===== src/sv/chm_pkg.sv =====
// shared types and constants for the chained hash map
package chm_pkg;

  localparam int unsigned CFG_W = 10;
  localparam logic [CFG_W-1:0] BUCKETS_RESET = 10'd509;
  localparam int unsigned KEY_W = 32;
  localparam int unsigned VALUE_W = 32;
  localparam int unsigned STATUS_W = 2;
  localparam int unsigned OUT_VALUE_W = 32;
  localparam int unsigned OUT_COUNT_W = 11;

  typedef enum logic [1:0] {
    MODE_GET    = 2'd0,
    MODE_PUT    = 2'd1,
    MODE_REMOVE = 2'd2,
    MODE_SPARE  = 2'd3
  } mode_t;

  typedef enum logic [STATUS_W-1:0] {
    ST_FOUND     = 2'd0,
    ST_ABSENT    = 2'd1,
    ST_POOL_FULL = 2'd2,
    ST_ZERO_KEY  = 2'd3
  } status_t;

  // request payload
  typedef struct packed {
    mode_t              mode;
    logic [KEY_W-1:0]   key;
    logic [VALUE_W-1:0] value;
  } chm_req_t;

  // result payload
  typedef struct packed {
    status_t                status;
    logic [OUT_VALUE_W-1:0] old_value;
    logic [OUT_COUNT_W-1:0] entry_count;
  } chm_rsp_t;

  // controller to datapath
  typedef struct packed {
    logic load;
    logic clr_step;
    logic div_step;
    logic head_rd;
    logic head_wr_new;
    logic head_wr_unlink;
    logic ent_rd;
    logic walk_advance;
    logic put_replace;
    logic put_alloc;
    logic free_rd;
    logic rem_commit;
    logic rem_free_link;
    logic result_load;
    status_t result_status;
    logic result_use_value;
    logic out_load;
  } chm_cmd_t;

  // datapath to controller
  typedef struct packed {
    logic key_zero;
    logic clr_done;
    logic div_done;
    logic cur_end;
    logic prev_end;
    logic key_match;
    logic step_limit;
    logic use_recycled;
    logic use_fresh;
    mode_t mode;
  } chm_sts_t;

endpackage


===== src/sv/chm_ctrl.sv =====
// hash map controller: sequences hash, chain walk, update and result
module chm_ctrl import chm_pkg::*; (
  input  logic     clk,
  input  logic     rst_n,
  input  logic     in_valid,
  output logic     in_ready,
  output logic     out_valid,
  input  logic     out_ready,
  input  chm_sts_t sts,
  output chm_cmd_t cmd
);

  typedef enum logic [3:0] {
    S_CLEAR, S_IDLE, S_DIV, S_HEAD, S_CHECK, S_RDENT, S_MATCH,
    S_ALLOC, S_REMOVE, S_REMFREE, S_OUT
  } state_t;

  state_t state_r, state_nxt;
  logic   out_valid_r, out_valid_nxt;

  always_comb begin
    state_nxt = state_r;
    out_valid_nxt = out_valid_r;
    cmd = '0;
    cmd.result_status = ST_ABSENT;
    if (out_valid_r && out_ready) out_valid_nxt = 1'b0;
    case (state_r)
      S_CLEAR: begin
        cmd.clr_step = 1'b1;
        if (sts.clr_done) state_nxt = S_IDLE;
      end
      S_IDLE: begin
        if (in_valid) begin
          cmd.load = 1'b1;
          state_nxt = S_DIV;
        end
      end
      S_DIV: begin
        if (sts.key_zero) begin
          cmd.result_load = 1'b1;
          cmd.result_status = ST_ZERO_KEY;
          state_nxt = S_OUT;
        end else if (sts.div_done) begin
          state_nxt = S_HEAD;
        end else begin
          cmd.div_step = 1'b1;
        end
      end
      S_HEAD: begin
        cmd.head_rd = 1'b1;
        state_nxt = S_CHECK;
      end
      S_CHECK: begin
        if (sts.cur_end || sts.step_limit) begin
          if (sts.mode == MODE_PUT) begin
            cmd.free_rd = 1'b1;
            state_nxt = S_ALLOC;
          end else begin
            cmd.result_load = 1'b1;
            cmd.result_status = ST_ABSENT;
            state_nxt = S_OUT;
          end
        end else begin
          cmd.ent_rd = 1'b1;
          state_nxt = S_MATCH;
        end
      end
      S_MATCH: begin
        if (sts.key_match) begin
          cmd.result_load = 1'b1;
          cmd.result_status = ST_FOUND;
          cmd.result_use_value = 1'b1;
          case (sts.mode)
            MODE_PUT: begin
              cmd.put_replace = 1'b1;
              state_nxt = S_OUT;
            end
            MODE_REMOVE: state_nxt = S_REMOVE;
            default: state_nxt = S_OUT;
          endcase
        end else begin
          cmd.walk_advance = 1'b1;
          state_nxt = S_CHECK;
        end
      end
      S_ALLOC: begin
        cmd.result_load = 1'b1;
        if (sts.use_recycled || sts.use_fresh) begin
          cmd.put_alloc = 1'b1;
          cmd.head_wr_new = 1'b1;
          cmd.result_status = ST_ABSENT;
        end else begin
          cmd.result_status = ST_POOL_FULL;
        end
        state_nxt = S_OUT;
      end
      S_REMOVE: begin
        if (sts.prev_end) cmd.head_wr_unlink = 1'b1;
        else cmd.rem_commit = 1'b1;
        state_nxt = S_REMFREE;
      end
      S_REMFREE: begin
        cmd.rem_free_link = 1'b1;
        state_nxt = S_OUT;
      end
      S_OUT: begin
        if (!out_valid_r || out_ready) begin
          cmd.out_load = 1'b1;
          out_valid_nxt = 1'b1;
          state_nxt = S_IDLE;
        end
      end
      default: state_nxt = S_IDLE;
    endcase
  end

  always_ff @(posedge clk) begin
    if (!rst_n) begin
      state_r <= S_CLEAR;
      out_valid_r <= 1'b0;
    end else begin
      state_r <= state_nxt;
      out_valid_r <= out_valid_nxt;
    end
  end

  assign in_ready  = (state_r == S_IDLE);
  assign out_valid = out_valid_r;

endmodule


===== config.mk =====
export PLATFORM = sky130hd
export DESIGN_NAME = chm_ctrl
export DESIGN_NICKNAME = d
export VERILOG_FILES = /design/src/sv/chm_pkg.sv /design/src/sv/chm_ctrl.sv
export SDC_FILE = /design/constraint.sdc
export NUM_CORES = 1
export LEC_CHECK = 0
export ABC_CLOCK_PERIOD_IN_PS = 1400
export BUFFER_PORTS_ARGS = -buffer_cell sky130_fd_sc_hd__buf_2
export CAP_MARGIN = 20
export CORE_MARGIN = 2
export CORE_UTILIZATION = 30
export CTS_CLUSTER_SIZE = 8
export DETAILED_ROUTE_END_ITERATION = 10
export GPL_ROUTABILITY_DRIVEN = 0
export PLACE_DENSITY = 0.56
export SLEW_MARGIN = 40
export SYNTH_ARGS = -nofsm -noshare
export SYNTH_HDL_FRONTEND = slang
export SYNTH_SLANG_ARGS = --single-unit

===== constraint.sdc =====
create_clock -name clk -period 1.4 [get_ports clk]
set_input_delay 0.07 -clock clk [delete_from_list [all_inputs] [get_ports clk]]
set_output_delay 0.07 -clock clk [all_outputs]
set_load 0.02 [all_outputs]

==> key figures, run 1 <==
Run status
  – Status: complete, but fails checks
  – Failing checks: setup timing

Placement
  – HPWL Detailed: 1450 um
  – Number of buffers added on ports: 34

Detailed routing
  – Top layer in use: met4
  – DRT iter0 DRCs: 30
  – Post-Route WL: 2110 um
  – WL met3: between 100 and 150 um
  – Vias per cell: ~5.3
  – Met1 WL: ~830 um
  – Via count: about 850
  – Metal2 WL: 1150 um
  – DRC Markers: 0
  – WL/cell: about 13 um
  – DRT antenna net count: 0
  – DR pass1 iterations: 4

Die
  – CORE AREA: between 1500 and 2000 sq um
  – Die width: around 48 um
  – Die H: 48.1 um
  – Num rows: 15
  – Num ports: 35
  – Initial Utilization: between 30% and 40%
  – Area of the die: 2320 sq um

Worst setup path
  – CP startpoint kind: flop
  – Crit path largest cell delay: roughly 400 ps
  – Crit-path max FO: 9
  – Required @ worst endpoint: about 1300 ps
  – Slowest-stage cell, CP: dfxtp_4
  – CP Capture Type: output pin
  – Worst EP arrival: 1350 ps
  – Reg2reg start: state_r[0]
  – Worst r2r path cells: 5
  – Cell Chain, Critical Path: buf_6, o21a_1, o21ai_1, a21oi_2, buf_4
  – Worst Setup Path Type: flop to output pin
  – Setup crit start: state_r[2]

Pwr
  – Lkg Pwr: around 0.51 nW
  – Sw Share: 46.8%
  – Internal power: about 0.85 mW
  – Clock share of power: about a tenth
  – P_sw: approximately 0.75 mW
  – Comb pwr share: 72.6%
  – Part of the power in registers: between 15 and 20%
  – Peak VDD IR: ~0.75 mV
  – Pwr per Cell Area: between 1500 and 2000 nW/um^2

Synth
  – Synthesis-stage register bit count: 5
  – Most common cell in the netlist: nor2_1
  – Synthesized area: 584 sq um
  – Syn Inst Count: 87
  – Post-synth top cells: 12 x nor2_1, 8 x nand2_1, 6 x nand3_1
  – Synth area leader: dfxtp_1
  – Total number of yosys warnings: 0
  – Largest cells by area after synthesis: dfxtp_1 17%, nor2_1 7.7%, nand2b_1 5.4%, nand3_1 5.1%, nand2_1 5.1%
  – Share of the synthesized area in the top cell type: approximately 17%
  – Syn_nets: 102
  – Sequential share of the synthesized area: ~17%
  – Mapped Avg Cell Area: 6.72 sq um
  – Main synth FF type: dfxtp_1
  – Post-synth EDFFs: 0
  – FFs w/ async S/R, synth: 0%
  – Synth cell types: 34

Run
  – Max cap viols: 0

Cells and area
  – Area Growth Syn to Fin: 78.2%
  – Filler instances: about 170
  – Layout cells sized above 1: between 50% and 60%
  – Nets: between 150 and 200
  – Final core area utilization: 58.4%
  – Diodes inserted: 0

Timing
  – Max Clk Rate: around 700 MHz
  – RSZ-0062 raised after global routing: true
  – Fraction of the cycle the final worst path needs: 102%
  – Fin. max-slew vios: 0
  – Worst Skew: 5.74 ps
  – Hold Violations, Final: 0
  – PnR worst setup slack: -24.9 ps
  – Max_slew headroom: approximately four fifths
  – Setup TNS: -41.3 ps
  – Measured slew at the worst slew-check pin: about 310 ps
  – Tmin final: between 1000 and 1500 ps
  – Setup Viol. Count Final: 3

Global route
  – Global-route wire length before repair: 2840 um
  – All-Layer GR Usage: 17.0%
  – Initial antenna violation count: 0
  – Largest net degree at the start of global routing: 11
  – Total congestion overflow: 0
  – Vias in the first global route: between 600 and 700

Clock tree
  – CTS Sinks: 5
  – CTS root buf: clkbuf_4
  – TritonCTS Buffers: 3
  – Post-cts hold buffer count: 0
  – Clock transition at path regs: 50 ps
  – Clk_lat worst skew: 240 ps
  – CTS tree: yes
  – H-tree depth: 1
  – Clk buf depth: 2

Worst hold path
  – Worst Hold Depth: 2
  – Hold/Removal Path Class: input port to flop
  – Hold path start: rst_n
[registers in the layout, summed over array words and instances, names as in the netlist]
register and flops:
out_valid 1, state_r 4
[cell families (layout without fill, tap and decap cells)]
family | after synthesis | in the layout | share of synthesized area, %
compound gates | 16 | 16 | 18.8
buf+inv | 10 | 60 | 10.3
flops | 5 | 5 | 17.1
mux | 2 | 2 | 3.64
simple gates | 54 | 54 | 50.1
[final timing paths]
check	to	slack, ps
worst min register to register	state_r[2]	460
worst min-delay path	state_r[3]	100
worst max register to register	state_r[0]	50
worst max-delay path	cmd[4]	-20
[layer usage]
metal  GRT usage (%)  vias up
li1                -      413
met3            1.48        2
met1            21.1      403
met5               0        -
met2            30.4       33
met4            6.49        0
[worst max-delay path, delay by kind of cell (launching register included)]
kind	cells	cell delay [ps]
AO/OA/AOI/OAI	3	390
buffers and inverters	2	320
flip-flops	1	400
[stage by stage]
step | hold WS [ps] | std cells | cell area [sq um] | power [mW] | setup slack, ps
after floorplan | 188 | 87 | 601 | 0.868 | -9.37
after global placement | 360 | 151 | 840 | 1.16 | 15.6
after detailed placement | 352 | 151 | 840 | 1.16 | 17.6
after CTS | 86.8 | 157 | 925 | 1.43 | -8.90
after global routing | 106 | 162 | 1040 | 1.73 | -77.6
final | 97.9 | 162 | 1040 | 1.60 | -24.9
[final cells by class]
class                           instances  area (sq um)  share of cell area [%]
Inverter                                4          15.0                    1.44
Sequential cell                         5           115                    11.1
Multi-Input combinational cell         72           508                    48.8
Tap cell                               25          31.3                    3.00
Clock buffer                            4          26.3                    2.52
Timing Repair Buffer                   52           345                    33.2
[placed cells by master, fill, tap and decap left out, types with 2 or more instances in the layout]
cell / instances
a21oi_1: 3
a21oi_2: 2
buf_2: 27
buf_4: 19
buf_6: 6
clkbuf_4: 3
dfxtp_4: 4
inv_1: 3
nand2_1: 7
nand2b_1: 5
nand3_1: 4
nand3_2: 2
nand4_1: 3
nor2_1: 10
nor2_2: 2
nor2b_1: 3
nor3b_1: 2
o21a_1: 2
o21ai_1: 2
o311a_1: 2
[repair_timing]
| item | 4_1_cts | 5_1_grt |
|---|---|---|
| setup endpoints to repair | 13 | 13 |
| pin swaps | 3 | 1 |
| gates cloned | 0 | 1 |
| setup buffers | 2 | 4 |
| resized for setup | 17 | 23 |
[power by group through the flow]
stage               clock, mW  combinational, mW  sequential [mW]
floorplan                   0              0.650            0.219
global placement            0              0.915            0.247
detailed placement          0              0.918            0.246
CTS                     0.175              0.992            0.258
global route            0.185               1.26            0.283
finish                  0.164               1.16            0.274
No activity file was read; power rests on OpenSTA's default activity.
==> run 2: changes to the inputs <==
Settings changed: CORE_MARGIN 2 to default.
==> run 2 against run 1 <==
Compared with the run above:
- the run now ends clean
- total power is 0.80% lower
- sequential share of layout area down 0.38 points
- cell count up 0.62%
- clock power is essentially flat
- count of clock-buffer cells in the layout unchanged
- die area shrank 8.1%
- cell area increased by 1.3%
- routed wire length decreased by 6.9%
- register-to-register slack got worse by 30 ps
- largest power group unchanged
- via count decreased by 2.4%
- combinational power is essentially flat
==> key figures, run 2 (synthesis results as in run 1) <==
Run status
  – Status: completed

Die
  – Die H: 46.1 um
  – Num ports: 35
  – Initial Utilization: between 30 and 40%
  – Area of the die: between 2000 and 2500 sq um
  – Die width: 46.1 um
  – Num rows: 15
  – CORE AREA: 1780 sq um

Global route
  – Initial antenna violation count: 0
  – All-Layer GR Usage: 19.0%
  – Largest net degree at the start of global routing: 9
  – Global-route wire length before repair: about 3000 um
  – Total congestion overflow: 0
  – Vias in the first global route: 738

Clock tree
  – Clk buf depth: 2
  – Clock transition at path regs: 40 ps
  – CTS tree: yes
  – Post-cts hold buffer count: 0
  – CTS Sinks: 5
  – H-tree depth: 1
  – CTS root buf: clkbuf_4
  – TritonCTS Buffers: 3
  – Clk_lat worst skew: 240 ps

Timing
  – Setup Viol. Count Final: 0
  – RSZ-0062 raised after global routing: true
  – Fin. max-slew vios: 0
  – Hold Violations, Final: 0
  – Tmin final: roughly 1400 ps
  – Worst Skew: 4.18 ps
  – Measured slew at the worst slew-check pin: around 250 ps
  – Fraction of the cycle the final worst path needs: 99.6%
  – Max Clk Rate: between 700 and 800 MHz
  – Max_slew headroom: about 83%
  – Setup TNS: 0 ps

Placement
  – Number of buffers added on ports: 34
  – HPWL Detailed: ~1400 um

Pwr
  – Comb pwr share: 72.6%
  – Sw Share: between 40 and 50%
  – Clock share of power: between 10% and 20%
  – Lkg Pwr: 0.508 nW
  – P_sw: around 0.73 mW
  – Peak VDD IR: roughly 0.84 mV
  – Internal power: roughly 0.85 mW
  – Pwr per Cell Area: ~1500 nW/um^2
  – Part of the power in registers: 16.9%

Detailed routing
  – Top layer in use: met4
  – WL met3: about 52 um
  – Met1 WL: roughly 880 um
  – DRT antenna net count: 0
  – DRT iter0 DRCs: 11
  – Post-Route WL: 1960 um
  – DRC Markers: 0
  – Vias per cell: ~5.1
  – Via count: 831
  – Metal2 WL: about 1000 um
  – WL/cell: about 12 um
  – DR pass1 iterations: 4

Worst setup path
  – Crit-path max FO: 7
  – Worst Setup Path Type: flop to output pin
  – CP Capture Type: output pin
  – Worst EP arrival: ~1300 ps
  – Required @ worst endpoint: between 1000 and 1500 ps
  – Worst r2r path cells: 5
  – CP startpoint kind: flop

Cells and area
  – Most common cell after layout, fill and taps aside: buf_2
  – Layout cells sized above 1: 58.7%
  – Nets: ~150
  – Seq. cell area: ~110 sq um
  – Area Growth Syn to Fin: 80.5%
  – Commonest non-fill, non-tap cells in the layout: 26 x buf_2, 19 x buf_4, 10 x nor2_1
  – Multi-input logic area: between 500 and 600 sq um
  – Diodes inserted: 0
  – Largest Register: state_r
  – Filler instances: between 150 and 200
  – Max FFs per register: 4
  – Final core area utilization: around three fifths

Worst hold path
  – Hold/Removal Path Class: input port to flop
  – Worst Hold Depth: 2

Run
  – Max cap viols: 0
[run 2: changes by cell type in the layout (fill, tap and decap cells not counted), sizes merged]
cell / previous run / this run
buf: 52 / 53
[run 2: final cells by class]
type	count	share of cell area [%]
multi-input combinational	72	48.0
sequential	5	10.7
tap	25	2.97
inverter	4	1.42
clock buffer	4	2.49
timing repair buffer	53	34.4
[run 2: power groups by stage]
stage / clock network (mW) / registers [mW] / logic, mW
6_report: 0.166 / 0.268 / 1.15
5_1_grt: 0.184 / 0.274 / 1.24
4_1_cts: 0.177 / 0.260 / 1.01
3_5_place_dp: 0 / 0.254 / 0.892
3_3_place_gp: 0 / 0.253 / 0.889
2_1_floorplan: 0 / 0.219 / 0.650
[run 2: final timing paths]
check / end / slack [ps] / from
worst max-delay path: cmd[4] / 6 / state_r[0]
worst min-delay path: state_r[3] / 100 / rst_n
worst max register to register: state_r[0] / 20 / state_r[0]
worst min register to register: state_r[2] / 610 / state_r[3]
[run 2: stage by stage]
stage                     area, sq um  power [mW]  instances  setup WS [ps]  hold WS [ps]
final                            1050        1.58        163           5.61           102
after global routing             1050        1.70        163          -60.4          95.3
after CTS                         962        1.44        161          -42.5          90.0
after detailed placement          847        1.15        152          -8.50           352
after global placement            847        1.14        152           24.5           355
after floorplan                   601       0.868         87          -9.37           188
[run 2: worst max-delay path: stages (launching register included)]
cell and delay (ps):
dfxtp_4 360, buf_6 140, nor3b_2 170, o21ai_1 90
a21oi_2 180, buf_6 140
[run 2: layer usage]
layer / up-vias / track usage, %
li1: 417 / -
met1: 381 / 22.4
met2: 27 / 30.7
met3: 6 / 3.53
met4: 0 / 12.9
met5: - / 0
[run 2: repair_timing]
action,in CTS,in global routing
setup endpoints to repair,14,13
buffers inserted,5,2
pin swaps,5,9
resized for setup,19,20
==> run 3: changes to the inputs <==
Settings changed: MAX_ROUTING_LAYER from default to met4.
==> run 3 against run 2 <==
Compared with the run above:
- die area unchanged
- sequential share of layout area unchanged
- sequential power about the same
- count of clock-buffer cells in the layout unchanged
- largest power group unchanged
- combinational power about the same
- first-iteration DRC count unchanged
- critical endpoint unchanged
- hold slack better by 5.0 ps
==> key figures, run 3 (synthesis results as in run 1) <==
Timing
  – Max_slew headroom: 83.4%
  – Measured slew at the worst slew-check pin: between 200 and 250 ps
  – Fin. max-slew vios: 0
  – PnR worst setup slack: 1.28 ps
  – Tmin final: ~1400 ps
  – Setup Viol. Count Final: 0
  – Fraction of the cycle the final worst path needs: between 90 and 100%
  – Hold Violations, Final: 0
  – RSZ-0062 raised after global routing: true
  – Worst Skew: 3.82 ps
  – Hold WS: ~110 ps
  – Max Clk Rate: a little over 700 MHz

Placement
  – Number of buffers added on ports: 34
  – Cells after DPL: 152
  – HPWL Detailed: ~1400 um
  – Pre-CTS WS: -8.50 ps

Detailed routing
  – DRT iter0 DRCs: 11
  – Post-Route WL: about 2000 um
  – WL/cell: around 12 um
  – Vias per cell: roughly 5.1
  – DR pass1 iterations: 4
  – DRC Markers: 0
  – Via count: ~840
  – DRT antenna net count: 0

Pwr
  – Peak VDD IR: about 0.84 mV
  – Pwr per Cell Area: approximately 1500 nW/um^2
  – Power Total: 1.58 mW
  – Lkg Pwr: roughly 0.51 nW

Clock tree
  – CTS root buf: clkbuf_4
  – Post-cts hold buffer count: 0
  – H-tree depth: 1
  – CTS Sinks: 5
  – TritonCTS Buffers: 3
  – Clk buf depth: 2
  – Clock transition at path regs: about 40 ps
  – CTS tree: yes
  – Clk_lat worst skew: about 240 ps

Die
  – Num rows: 15
  – Initial Utilization: between 30 and 40%
  – Die width: between 40 and 50 um
  – Area of the die: approximately 2100 sq um
  – CORE AREA: about 1800 sq um
  – Die H: 46.1 um
  – Num ports: 35

Cells and area
  – Area Growth Syn to Fin: 80.5%
  – Most common cell after layout, fill and taps aside: buf_2
  – Max FFs per register: 4
  – Diodes inserted: 0
  – Largest Register: state_r
  – Commonest non-fill, non-tap cells in the layout: 26 x buf_2, 19 x buf_4, 10 x nor2_1
  – Nets: between 150 and 200
  – Final std cells w/o fill: approximately 160
  – Layout cells sized above 1: around three fifths

Run status
  – Status: completed

Worst hold path
  – Hold/Removal Path Class: input port to flop

Run
  – Max cap viols: 0

Worst setup path
  – Slowest-stage cell, CP: dfxtp_4
  – Required @ worst endpoint: between 1000 and 1500 ps
  – Reg2reg setup slack: about 20 ps
  – Worst EP arrival: 1330 ps
  – Crit-path max FO: 7
  – CP Capture Type: output pin
  – Worst Setup Path Type: flop to output pin
  – Most used cell, CP: buf_6
  – Crit path largest cell delay: between 300 and 400 ps
  – CP startpoint kind: flop
  – Cell Chain, Critical Path: buf_6, nor3b_2, o21ai_1, a21oi_2, buf_6

Global route
  – Largest net degree at the start of global routing: 9
  – Global-route wire length before repair: just under 3000 um
  – Vias in the first global route: approximately 740
  – Initial antenna violation count: 0
  – Total congestion overflow: 0
  – All-Layer GR Usage: 19.5%
[run 3: cell counts in the layout (fill, tap and decap cells not counted)]
No cell type changed its count.
[run 3: path summary, 6_finish.rpt]
path / startpoint / end / depth (start not counted)
worst min-delay path: rst_n / state_r[3] / 2
worst min register to register: state_r[3] / state_r[2] / 2
worst max register to register: state_r[0] / state_r[0] / 5
worst max-delay path: state_r[0] / cmd[4] / 5
[run 3: timing repair]
| action | in CTS | in global routing |
|---|---|---|
| cloned | 0 | 0 |
| setup buffers | 5 | 2 |
| endpoints found under the hold margin | 0 | 0 |
| pin swaps | 5 | 9 |
| endpoints found under the setup margin | 14 | 13 |
| resized for setup | 19 | 20 |
[run 3: layer usage]
metal	wire length (um)	up-vias	track usage, %
met5	0	-	-
met4	16	0	12.9
met2	1010	28	30.7
met1	853	389	22.4
met3	74	4	3.53
li1	-	416	-
[run 3: critical path, delay by kind of cell (launching register included)]
family / cells / cell delay [ps]
AOI/OAI and AO/OA: 2 / 270
buffers and inverters: 2 / 280
DFF: 1 / 360
and+or+nand+nor: 1 / 170
[run 3: per-stage QoR]
stage	TNS [ps]	cell area (sq um)	util, %
floorplan	-9.37	601	-
finish	0	1050	59.2
global placement	0	847	47.5
CTS	-73.1	962	54.0
global route	-351	1050	59.2
detailed placement	-13.6	847	47.5
[run 3: area by class of cell]
cell class,instances,area (sq um)
Sequential cell,5,113
Fill cell,171,728
Timing Repair Buffer,53,363
Inverter,4,15.0
Multi-Input combinational cell,72,507
Clock buffer,4,26.3
Tap cell,25,31.3
[run 3: where the power goes]
| part | switching [mW] | internal [mW] | leakage [nW] | total, mW |
|---|---|---|---|---|
| Sequential | 0.0674 | 0.200 | 0.0434 | 0.268 |
| Clock | 0.0591 | 0.108 | 0.0150 | 0.167 |
| Combinational | 0.607 | 0.542 | 0.449 | 1.15 |
